File: config.mk
export PLATFORM = sky130hd
export DESIGN_NAME = key_binding_match_table_flat
export DESIGN_NICKNAME = d
export VERILOG_FILES = /design/src/hdl/kbmt_pkg.sv /design/src/hdl/kbmt_if.sv /design/src/hdl/kbmt_store.sv /design/src/hdl/kbmt_seq.sv /design/src/hdl/key_binding_match_table.sv /design/src/flat_wrapper.sv
export SDC_FILE = /design/constraint.sdc
export NUM_CORES = 1
export LEC_CHECK = 0
export BUFFER_PORTS_ARGS = -buffer_cell sky130_fd_sc_hd__buf_4
export CAP_MARGIN = 20
export CORE_MARGIN = 2
export CORE_UTILIZATION = 63
export DETAILED_ROUTE_END_ITERATION = 7
export HOLD_SLACK_MARGIN = 0.03
export MAX_ROUTING_LAYER = met4
export PLACE_DENSITY = 0.89
export SLEW_MARGIN = 5
export SYNTH_ARGS = -nofsm -noshare
export SYNTH_HDL_FRONTEND = slang
export SYNTH_HIERARCHICAL = 1
export SYNTH_SLANG_ARGS = --single-unit
File: constraint.sdc
create_clock -name i_clk -period 4.85 [get_ports i_clk]
set_clock_uncertainty 0.1 [all_clocks]
set_input_delay 1.2125 -clock i_clk [delete_from_list [all_inputs] [get_ports i_clk]]
set_output_delay 1.2125 -clock i_clk [all_outputs]
set_load 0.02 [all_outputs]
File: src/hdl/kbmt_pkg.sv
// ----------------------------------------------------------------------------
// kbmt_pkg
// Shared sizes, codes and types of the key binding match table.
// ----------------------------------------------------------------------------
package kbmt_pkg;

    localparam int ENTRIES = 32;
    localparam int IDX_W   = (ENTRIES > 1) ? $clog2(ENTRIES) : 1;
    localparam int CNT_W   = $clog2(ENTRIES + 1);
    localparam int CMP_W   = (CNT_W > 8) ? CNT_W : 8;

    localparam int OPC_W  = 2;
    localparam int KEY_W  = 8;
    localparam int MOD_W  = 8;
    localparam int ACT_W  = 5;
    localparam int SLOT_W = 8;
    localparam int STS_W  = 2;
    localparam int SOUT_W = 5;

    typedef enum logic [OPC_W-1:0] {
        OP_ADD    = 2'd0,
        OP_REMOVE = 2'd1,
        OP_LOOKUP = 2'd2
    } t_opcode;

    typedef enum logic [STS_W-1:0] {
        ST_OK        = 2'd0,
        ST_FULL      = 2'd1,
        ST_BAD_SLOT  = 2'd2,
        ST_NOT_FOUND = 2'd3
    } t_status;

    typedef enum logic [2:0] {
        S_IDLE,
        S_DECODE,
        S_RM_RD,
        S_RM_WR,
        S_LK_RD,
        S_LK_CMP,
        S_DONE
    } t_state;

    typedef struct packed {
        logic [KEY_W-1:0] key;
        logic [MOD_W-1:0] mods;
        logic [ACT_W-1:0] act;
    } t_entry;

    typedef struct packed {
        logic [OPC_W-1:0]  opcode;
        logic [KEY_W-1:0]  key;
        logic [MOD_W-1:0]  mods;
        logic [ACT_W-1:0]  act;
        logic [SLOT_W-1:0] slot;
    } t_request;

    typedef struct packed {
        t_status           status;
        logic [SOUT_W-1:0] slot;
        logic [ACT_W-1:0]  act;
    } t_result;

    typedef struct packed {
        logic             wr_en;
        logic [IDX_W-1:0] wr_addr;
        t_entry           wr_data;
        logic             rd_en;
        logic [IDX_W-1:0] rd_addr;
    } t_mem_req;

endpackage

File: src/hdl/kbmt_if.sv
// ----------------------------------------------------------------------------
// kbmt_if
// Request and response channels of the key binding match table.
// ----------------------------------------------------------------------------
interface kbmt_req_if;
    logic                       valid;
    logic                       ready;
    logic [kbmt_pkg::OPC_W-1:0]  opcode;
    logic [kbmt_pkg::KEY_W-1:0]  key_code;
    logic [kbmt_pkg::MOD_W-1:0]  modifier_bits;
    logic [kbmt_pkg::ACT_W-1:0]  action_code;
    logic [kbmt_pkg::SLOT_W-1:0] slot_number;

    modport source (
        output valid, opcode, key_code, modifier_bits, action_code, slot_number,
        input  ready
    );
    modport sink (
        input  valid, opcode, key_code, modifier_bits, action_code, slot_number,
        output ready
    );
endinterface

interface kbmt_rsp_if;
    logic                       valid;
    logic                       ready;
    logic [kbmt_pkg::STS_W-1:0]  status;
    logic [kbmt_pkg::SOUT_W-1:0] slot_out;
    logic [kbmt_pkg::ACT_W-1:0]  action_out;

    modport source (
        output valid, status, slot_out, action_out,
        input  ready
    );
    modport sink (
        input  valid, status, slot_out, action_out,
        output ready
    );
endinterface

File: src/hdl/kbmt_store.sv
// ----------------------------------------------------------------------------
// kbmt_store
// Binding memory: one write port and one registered read port.
// ----------------------------------------------------------------------------
module kbmt_store (
    input  logic               i_clk,
    input  kbmt_pkg::t_mem_req i_mem,
    output kbmt_pkg::t_entry   o_rd_data
);

    kbmt_pkg::t_entry r_mem [kbmt_pkg::ENTRIES];
    kbmt_pkg::t_entry r_rd_data;

    always_ff @(posedge i_clk) begin
        if (i_mem.wr_en) begin
            r_mem[i_mem.wr_addr] <= i_mem.wr_data;
        end
        if (i_mem.rd_en) begin
            r_rd_data <= r_mem[i_mem.rd_addr];
        end
    end

    assign o_rd_data = r_rd_data;

endmodule

File: src/hdl/kbmt_seq.sv
// ----------------------------------------------------------------------------
// kbmt_seq
// Sequencer: decodes a request, walks the table one slot per step through a
// shared increment and compare, and holds the response register.
// ----------------------------------------------------------------------------
module kbmt_seq (
    input  logic               i_clk,
    input  logic               i_rst_n,
    kbmt_req_if.sink           i_req,
    kbmt_rsp_if.source         o_rsp,
    output kbmt_pkg::t_mem_req o_mem,
    input  kbmt_pkg::t_entry   i_rd_data
);

    kbmt_pkg::t_state   r_state, n_state;
    kbmt_pkg::t_request r_req;
    logic [kbmt_pkg::IDX_W-1:0] r_idx, n_idx;
    logic [kbmt_pkg::IDX_W-1:0] r_dst, n_dst;
    logic [kbmt_pkg::CNT_W-1:0] r_count, n_count;
    kbmt_pkg::t_result  r_res, n_res;
    kbmt_pkg::t_result  r_out, n_out;
    logic               r_out_valid, n_out_valid;

    logic [kbmt_pkg::CNT_W-1:0] w_op_a;
    logic [kbmt_pkg::CNT_W-1:0] w_sum;
    logic                       w_more;
    logic                       w_full;
    logic                       w_slot_bad;
    logic                       w_match;
    logic                       w_accept;
    logic                       w_out_free;

    assign w_accept   = i_req.valid && i_req.ready;
    assign w_out_free = !r_out_valid || o_rsp.ready;
    assign w_full     = (r_count == kbmt_pkg::CNT_W'(kbmt_pkg::ENTRIES));
    assign w_slot_bad = (kbmt_pkg::CMP_W'(r_req.slot) >= kbmt_pkg::CMP_W'(r_count));
    assign w_match    = (i_rd_data.key == r_req.key) && (i_rd_data.mods == r_req.mods);

    // shared step unit: next index and bound check
    always_comb begin
        if (r_state == kbmt_pkg::S_DECODE) begin
            w_op_a = kbmt_pkg::CNT_W'(r_req.slot);
        end else begin
            w_op_a = kbmt_pkg::CNT_W'(r_idx);
        end
    end
    assign w_sum  = w_op_a + kbmt_pkg::CNT_W'(1);
    assign w_more = (w_sum < r_count);

    // next state
    always_comb begin
        n_state = r_state;
        unique case (r_state)
            kbmt_pkg::S_IDLE: begin
                if (w_accept) begin
                    n_state = kbmt_pkg::S_DECODE;
                end
            end
            kbmt_pkg::S_DECODE: begin
                unique case (r_req.opcode)
                    kbmt_pkg::OP_REMOVE: begin
                        if (!w_slot_bad && w_more) begin
                            n_state = kbmt_pkg::S_RM_RD;
                        end else begin
                            n_state = kbmt_pkg::S_DONE;
                        end
                    end
                    kbmt_pkg::OP_LOOKUP: begin
                        if (r_count != '0) begin
                            n_state = kbmt_pkg::S_LK_RD;
                        end else begin
                            n_state = kbmt_pkg::S_DONE;
                        end
                    end
                    default: n_state = kbmt_pkg::S_DONE;
                endcase
            end
            kbmt_pkg::S_RM_RD: n_state = kbmt_pkg::S_RM_WR;
            kbmt_pkg::S_RM_WR: begin
                n_state = w_more ? kbmt_pkg::S_RM_RD : kbmt_pkg::S_DONE;
            end
            kbmt_pkg::S_LK_RD: n_state = kbmt_pkg::S_LK_CMP;
            kbmt_pkg::S_LK_CMP: begin
                if (!w_match && w_more) begin
                    n_state = kbmt_pkg::S_LK_RD;
                end else begin
                    n_state = kbmt_pkg::S_DONE;
                end
            end
            kbmt_pkg::S_DONE: begin
                if (w_out_free) begin
                    n_state = kbmt_pkg::S_IDLE;
                end
            end
            default: n_state = kbmt_pkg::S_IDLE;
        endcase
    end

    // datapath and memory control
    always_comb begin
        n_idx         = r_idx;
        n_dst         = r_dst;
        n_count       = r_count;
        n_res         = r_res;
        n_out         = r_out;
        n_out_valid   = r_out_valid;
        o_mem         = '0;
        o_mem.wr_data = r_req.act == '0 ? i_rd_data : i_rd_data;
        unique case (r_state)
            kbmt_pkg::S_DECODE: begin
                n_res = '{status: kbmt_pkg::ST_OK, slot: '0, act: '0};
                unique case (r_req.opcode)
                    kbmt_pkg::OP_ADD: begin
                        if (w_full) begin
                            n_res.status = kbmt_pkg::ST_FULL;
                        end else begin
                            o_mem.wr_en   = 1'b1;
                            o_mem.wr_addr = r_count[kbmt_pkg::IDX_W-1:0];
                            o_mem.wr_data = '{key: r_req.key, mods: r_req.mods,
                                              act: r_req.act};
                            n_res.slot    = kbmt_pkg::SOUT_W'(r_count);
                            n_count       = r_count + kbmt_pkg::CNT_W'(1);
                        end
                    end
                    kbmt_pkg::OP_REMOVE: begin
                        if (w_slot_bad) begin
                            n_res.status = kbmt_pkg::ST_BAD_SLOT;
                        end else begin
                            n_dst = kbmt_pkg::IDX_W'(r_req.slot);
                            n_idx = kbmt_pkg::IDX_W'(w_sum);
                            if (!w_more) begin
                                n_count = r_count - kbmt_pkg::CNT_W'(1);
                            end
                        end
                    end
                    kbmt_pkg::OP_LOOKUP: begin
                        n_idx = '0;
                        if (r_count == '0) begin
                            n_res.status = kbmt_pkg::ST_NOT_FOUND;
                        end
                    end
                    default: n_res.status = kbmt_pkg::ST_NOT_FOUND;
                endcase
            end
            kbmt_pkg::S_RM_RD, kbmt_pkg::S_LK_RD: begin
                o_mem.rd_en   = 1'b1;
                o_mem.rd_addr = r_idx;
            end
            kbmt_pkg::S_RM_WR: begin
                o_mem.wr_en   = 1'b1;
                o_mem.wr_addr = r_dst;
                o_mem.wr_data = i_rd_data;
                n_dst         = r_idx;
                n_idx         = kbmt_pkg::IDX_W'(w_sum);
                if (!w_more) begin
                    n_count = r_count - kbmt_pkg::CNT_W'(1);
                end
            end
            kbmt_pkg::S_LK_CMP: begin
                if (w_match) begin
                    n_res = '{status: kbmt_pkg::ST_OK,
                              slot: kbmt_pkg::SOUT_W'(r_idx),
                              act: i_rd_data.act};
                end else if (w_more) begin
                    n_idx = kbmt_pkg::IDX_W'(w_sum);
                end else begin
                    n_res = '{status: kbmt_pkg::ST_NOT_FOUND, slot: '0, act: '0};
                end
            end
            default: begin
            end
        endcase
        // hold the response until taken
        if (r_out_valid && o_rsp.ready) begin
            n_out_valid = 1'b0;
        end
        if (r_state == kbmt_pkg::S_DONE && w_out_free) begin
            n_out       = r_res;
            n_out_valid = 1'b1;
        end
    end

    always_ff @(posedge i_clk) begin
        if (!i_rst_n) begin
            r_state     <= kbmt_pkg::S_IDLE;
            r_count     <= '0;
            r_out_valid <= 1'b0;
        end else begin
            r_state     <= n_state;
            r_count     <= n_count;
            r_out_valid <= n_out_valid;
        end
    end

    always_ff @(posedge i_clk) begin
        if (w_accept) begin
            r_req <= '{opcode: i_req.opcode, key: i_req.key_code,
                       mods: i_req.modifier_bits, act: i_req.action_code,
                       slot: i_req.slot_number};
        end
        r_idx <= n_idx;
        r_dst <= n_dst;
        r_res <= n_res;
        r_out <= n_out;
    end

    assign i_req.ready      = (r_state == kbmt_pkg::S_IDLE);
    assign o_rsp.valid      = r_out_valid;
    assign o_rsp.status     = r_out.status;
    assign o_rsp.slot_out   = r_out.slot;
    assign o_rsp.action_out = r_out.act;

`ifndef NO_ASSERTIONS
    a_count_bound: assert property (@(posedge i_clk) disable iff (!i_rst_n)
        r_count <= kbmt_pkg::CNT_W'(kbmt_pkg::ENTRIES))
        else $error("entry count exceeds table depth");

    a_add_grows: assert property (@(posedge i_clk) disable iff (!i_rst_n)
        (r_state == kbmt_pkg::S_DECODE && r_req.opcode == kbmt_pkg::OP_ADD && !w_full)
        |=> r_count == $past(r_count) + kbmt_pkg::CNT_W'(1))
        else $error("add did not grow the table");

    a_write_states: assert property (@(posedge i_clk) disable iff (!i_rst_n)
        o_mem.wr_en |-> (r_state == kbmt_pkg::S_DECODE || r_state == kbmt_pkg::S_RM_WR))
        else $error("memory write outside add or shift");

    a_walk_bound: assert property (@(posedge i_clk) disable iff (!i_rst_n)
        (r_state == kbmt_pkg::S_LK_RD || r_state == kbmt_pkg::S_RM_RD)
        |-> kbmt_pkg::CNT_W'(r_idx) < r_count)
        else $error("table walk past last entry");
`endif

endmodule

File: src/hdl/key_binding_match_table.sv
// ----------------------------------------------------------------------------
// key_binding_match_table
// Associative table of (key code, modifier mask) to action code bindings.
// ----------------------------------------------------------------------------
// Channels: i_req carries one request (add, remove at slot, lookup); o_rsp
// returns exactly one response per request with status, slot and action.
// Both use valid/ready; a request moves at a clock edge with both high.
// Add, bad remove, lookup on an empty table and unused opcodes finish
// without a table walk; remove at slot s shifts each later entry down
// one slot; lookup walks from slot 0 until a match or the last entry.
// One request is in work at a time; the walk uses the single read port of
// the binding memory, a read step per slot, then a compare or move step.
// i_req.ready is high only while the sequencer is idle. A finished response
// sits in the output register while the receiver stalls; the next request
// is accepted meanwhile, and its response waits until that register frees.
// Reset clears the entry count and the response valid flag; the binding
// memory needs no clearing, since only slots below the count are read.
// ----------------------------------------------------------------------------
module key_binding_match_table (
    input  logic       i_clk,
    input  logic       i_rst_n,
    kbmt_req_if.sink   i_req,
    kbmt_rsp_if.source o_rsp
);

    kbmt_pkg::t_mem_req w_mem;
    kbmt_pkg::t_entry   w_rd_data;

    kbmt_seq u_seq (
        .i_clk     (i_clk),
        .i_rst_n   (i_rst_n),
        .i_req     (i_req),
        .o_rsp     (o_rsp),
        .o_mem     (w_mem),
        .i_rd_data (w_rd_data)
    );

    kbmt_store u_store (
        .i_clk     (i_clk),
        .i_mem     (w_mem),
        .o_rd_data (w_rd_data)
    );

endmodule
File: src/flat_wrapper.sv
// flat-port wrapper written by rule: the top's interface ports become plain ports
module key_binding_match_table_flat 
  (i_clk, i_rst_n, i_req_valid, i_req_opcode, i_req_key_code, i_req_modifier_bits, i_req_action_code, i_req_slot_number, i_req_ready, o_rsp_valid, o_rsp_status, o_rsp_slot_out, o_rsp_action_out, o_rsp_ready);
  kbmt_req_if i_req_i ();
  kbmt_rsp_if o_rsp_i ();
  input  logic i_clk;
  input  logic i_rst_n;
  input wire logic [$bits(i_req_i.valid)-1:0] i_req_valid;
  input wire logic [$bits(i_req_i.opcode)-1:0] i_req_opcode;
  input wire logic [$bits(i_req_i.key_code)-1:0] i_req_key_code;
  input wire logic [$bits(i_req_i.modifier_bits)-1:0] i_req_modifier_bits;
  input wire logic [$bits(i_req_i.action_code)-1:0] i_req_action_code;
  input wire logic [$bits(i_req_i.slot_number)-1:0] i_req_slot_number;
  output wire logic [$bits(i_req_i.ready)-1:0] i_req_ready;
  output wire logic [$bits(o_rsp_i.valid)-1:0] o_rsp_valid;
  output wire logic [$bits(o_rsp_i.status)-1:0] o_rsp_status;
  output wire logic [$bits(o_rsp_i.slot_out)-1:0] o_rsp_slot_out;
  output wire logic [$bits(o_rsp_i.action_out)-1:0] o_rsp_action_out;
  input wire logic [$bits(o_rsp_i.ready)-1:0] o_rsp_ready;
  assign i_req_i.valid = i_req_valid;
  assign i_req_i.opcode = i_req_opcode;
  assign i_req_i.key_code = i_req_key_code;
  assign i_req_i.modifier_bits = i_req_modifier_bits;
  assign i_req_i.action_code = i_req_action_code;
  assign i_req_i.slot_number = i_req_slot_number;
  assign i_req_ready = i_req_i.ready;
  assign o_rsp_valid = o_rsp_i.valid;
  assign o_rsp_status = o_rsp_i.status;
  assign o_rsp_slot_out = o_rsp_i.slot_out;
  assign o_rsp_action_out = o_rsp_i.action_out;
  assign o_rsp_i.ready = o_rsp_ready;
  key_binding_match_table u_core (.i_clk(i_clk), .i_rst_n(i_rst_n), .i_req(i_req_i), .o_rsp(o_rsp_i));
endmodule
==> flow_summary.rst <==
.. list-table::
   :header-rows: 1

   * - Metric
     - Value
   * - Source-to-sink clock delay at the later pin of the worst-skew pair
     - 620 ps
   * - Initial standard-cell utilization of the core
     - 63.6%
   * - Clock slew at the register clock pins of the worst setup and hold paths
     - ~70 ps
   * - Worst VDD drop
     - 0.411 mV
   * - Post-detailed-placement cell area
     - 32200 um^2
   * - Cell seen most often among critical-path stages
     - sky130_fd_sc_hd__buf_4
   * - Fmax
     - approximately 250 MHz
   * - Worst reg2reg path endpoint
     - u_core/u_store/r_mem[8][17]
   * - TritonCTS sink count
     - approximately 770
   * - Hold WC Path Type
     - flop to flop
   * - Post-route clock period utilization
     - 83.5%
   * - Clock Tree Buf Depth
     - 3
   * - Cell type of the slowest stage on the worst timing path
     - sky130_fd_sc_hd__or3b_2
   * - Post-synthesis net count
     - 1874
   * - Number of post-CTS setup repair buffers
     - 0
   * - Via count
     - 17600
   * - Clock tree from TritonCTS
     - yes
   * - Number of antenna violations at the first check in global routing
     - 1
   * - Post_cts resized
     - 0
   * - Proportion of layout cells with a drive suffix above 1
     - between 10% and 20%
   * - First-pass GRT wire length
     - 108 mm
   * - Endpoint type of the worst setup path
     - flop
   * - Critical path's largest stage delay
     - around 660 ps
   * - Async S/R FF share, synth
     - 0%
   * - Reg area
     - 23000 um^2
   * - Seq/Total Area, Yosys
     - 74.0%
   * - Area used by multi-input combinational logic
     - 7440 um^2
   * - Post-Synthesis Cells
     - 1821
   * - Root buffer cell
     - sky130_fd_sc_hd__clkbuf_16
   * - Number of CTS-inserted buffers
     - 72
   * - # setup viols final
     - 0
   * - Unrepaired setup endpoints after global routing
     - false
   * - Most common cell after layout, fill and taps aside
     - sky130_fd_sc_hd__edfxtp_1
   * - Sum of negative setup slack
     - 0 ps
   * - Relative slew slack
     - 28.0%
   * - Critical path capture point
     - u_core/u_store/r_mem[8][17]
   * - Count of input and output buffers
     - 48
   * - Die Height
     - 226 um
   * - Synth Register Bits
     - 768
   * - Crit. Startpoint
     - u_core/u_seq/r_count[0]
   * - DRC violation count after routing
     - 0
   * - Lkg Pwr
     - about 11 nW
   * - Die outline width
     - around 230 um
   * - Number of antenna-violating nets in the routed design
     - 0
   * - Clock period minus final worst setup slack
     - between 4000 and 5000 ps
   * - Pin slew with the least headroom to its limit
     - 1070 ps
   * - Data required time of the critical path
     - 5060 ps
   * - Hold violation count in the final report
     - 0
   * - Number of synthesis warnings
     - 6
   * - Arrival time at the worst endpoint
     - approximately 4300 ps
   * - Commonest cells after routing, fill and taps aside
     - sky130_fd_sc_hd__edfxtp_1, sky130_fd_sc_hd__mux2i_1, sky130_fd_sc_hd__buf_4, sky130_fd_sc_hd__a22oi_1, sky130_fd_sc_hd__nand2_1
   * - Slew Limit Fails
     - 0
   * - Global-route usage over all layers
     - around 30%
   * - Maximum number of pins on one net before global-route repair
     - 85
   * - Wire length after detailed routing
     - 72.1 mm
   * - Vias per cell
     - 6.70
   * - CTS hold repair buffers
     - 0
   * - Crit path launch type
     - flop
   * - Design area
     - 34600 um^2
   * - Final weighted congestion in routability-driven placement
     - 0.922
   * - Total overflow reported by the global router
     - 0
   * - Clock H-tree levels
     - 3
   * - Post-detail-place hpwl
     - a little over 40 mm
   * - Synth Flop Type
     - sky130_fd_sc_hd__edfxtp_1
   * - Reg-to-reg slack, setup
     - 800 ps
   * - Run status
     - finished, final reports clean
   * - Vias in the first global route
     - 17600
   * - Filler Cell Count
     - 2709
   * - Startpoint of the most critical register-to-register path
     - u_core/u_seq/r_count[0]
   * - Syn Area/Cell
     - 17.0 um^2
   * - Cell variety after synth
     - 61
   * - Power density over the cells
     - 513 nW/um^2
   * - DRT Pass-1 Iters
     - 5
   * - Area of the die
     - ~51000 um^2
   * - Total number of placement rows
     - 81
   * - Maximum fanout count along the critical path
     - 23
   * - DRT iter0 DRCs
     - 2532
   * - EDFF count, synth
     - 758
   * - Routed wirelength normalized by instance count
     - 27.4 um
   * - Number of nets in the layout
     - a little under 2000
   * - Depth of the most critical reg-to-reg path
     - 10
   * - Max-Cap Viols
     - 0
   * - Worst path cell trace
     - inv_1 -> ha_1 -> nor4b_4 -> nand2_1 -> and3_1 -> buf_4 -> nand2b_1 -> or3b_2 -> nor2_2 -> buf_4
   * - CORE AREA
     - 48700 um^2
   * - Post-synthesis instance area
     - 31000 um^2
   * - Count of pins on the block boundary
     - 49
   * - Critical Setup Path Class
     - flop to flop
   * - Area growth, synth to finish
     - 11.6%
## how the worst min path moves through the flow
stage,from,to,slack [ps],depth (start not counted)
after floorplan,u_core/u_seq/r_res[0],u_core/u_seq/o_rsp.action_out[0],300,0
after global placement,u_core/u_seq/r_res[8],u_core/u_seq/o_rsp.slot_out[3],310,0
after detailed placement,u_core/u_seq/r_res[3],u_core/u_seq/o_rsp.action_out[3],300,0
after CTS,u_core/u_seq/r_res[3],u_core/u_seq/o_rsp.action_out[3],320,0
after global routing,u_core/u_seq/r_res[3],u_core/u_seq/o_rsp.action_out[3],330,0
final,u_core/u_seq/r_res[3],u_core/u_seq/o_rsp.action_out[3],320,0
## synth_stat cells, types with 12 or more instances
library cell,number,area share [%]
sky130_fd_sc_hd__a21oi_1,56,0.90
sky130_fd_sc_hd__a22o_1,47,1.3
sky130_fd_sc_hd__a22oi_1,84,2.0
sky130_fd_sc_hd__a31oi_1,27,0.54
sky130_fd_sc_hd__and2_1,18,0.36
sky130_fd_sc_hd__buf_2,22,0.36
sky130_fd_sc_hd__buf_6,24,0.87
sky130_fd_sc_hd__clkbuf_1,32,0.39
sky130_fd_sc_hd__edfxtp_1,758,73
sky130_fd_sc_hd__ha_1,18,0.73
sky130_fd_sc_hd__inv_1,12,0.15
sky130_fd_sc_hd__mux2_2,22,0.80
sky130_fd_sc_hd__mux2i_1,339,11
sky130_fd_sc_hd__nand2_1,75,0.91
sky130_fd_sc_hd__nand3_1,52,0.84
sky130_fd_sc_hd__nand4_1,22,0.44
sky130_fd_sc_hd__nor2_1,50,0.61
sky130_fd_sc_hd__nor3_1,27,0.44
sky130_fd_sc_hd__xor2_1,18,0.51
## critical path, delay by kind of cell, from the launching register on
family	cells	cell delay, ps
flip-flops	1	620
adder cells (fa/ha/maj)	1	250
AND/OR/NAND/NOR	6	1980
buffers and inverters	3	780
## registers in the layout (all words and copies together) (netlist names)
signal,cells
u_core/u_seq/o_rsp.action_out,5
u_core/u_seq/r_state,3
u_core/u_store/o_rd_data,21
u_core/u_seq/r_dst,5
u_core/u_seq/r_count,6
u_core/u_seq/o_rsp.valid,1
u_core/u_seq/r_idx,5
u_core/u_seq/o_rsp.status,2
u_core/u_seq/r_res,12
u_core/u_seq/r_req,31
u_core/u_seq/o_rsp.slot_out,5
u_core/u_store/r_mem,672
## metal layers
layer	global-route usage (%)	up-vias	wire length, um
met5	-	-	0
met4	11.7	0	2870
met3	6.04	242	8070
met2	47.4	1294	35200
met1	37.3	8702	25900
li1	-	7377	-
## kinds of logic (layout without fill, tap and decap cells)
kind of cell / Yosys count / count (layout) / synth area share (%)
buffers and inverters: 112 / 255 / 2.33
xor gates and xnor gates: 22 / 22 / 0.621
AOI/OAI and AO/OA: 248 / 248 / 5.74
other: 0 / 1 / 0
adders and majority gates: 18 / 18 / 0.726
DFF: 768 / 768 / 74.0
muxes: 361 / 361 / 11.7
and+or+nand+nor: 292 / 292 / 4.80
## report_power, final
group | internal [mW] | total (mW) | switching, mW
clock | 3.37 | 5.82 | 2.45
sequential | 8.22 | 8.40 | 0.175
combinational | 1.08 | 3.53 | 2.45
## through the flow
| stage | util, % | cells | hold slack (ps) | power (mW) | setup WS [ps] |
|---|---|---|---|---|---|
| floorplan | - | 1821 | 300 | 10.8 | 997 |
| global placement | 66.0 | 2495 | 305 | 11.7 | 1080 |
| detailed placement | 66.0 | 2495 | 305 | 11.9 | 886 |
| CTS | 71.0 | 2628 | 319 | 17.7 | 853 |
| global route | 71.0 | 2629 | 325 | 18.2 | 656 |
| finish | 71.0 | 2629 | 318 | 17.8 | 799 |
## area by class of cell
| type | count | share of cell area (%) |
|---|---|---|
| Antenna cell | 1 | 0.00723 |
| Clock buffer | 86 | 5.51 |
| Clock inverter | 47 | 1.54 |
| Inverter | 13 | 0.141 |
| Multi-Input combinational cell | 941 | 21.5 |
| Sequential cell | 768 | 66.3 |
| Tap cell | 664 | 2.40 |
| Timing Repair Buffer | 109 | 2.58 |
Note: power is estimated with default switching activity, not from simulation.
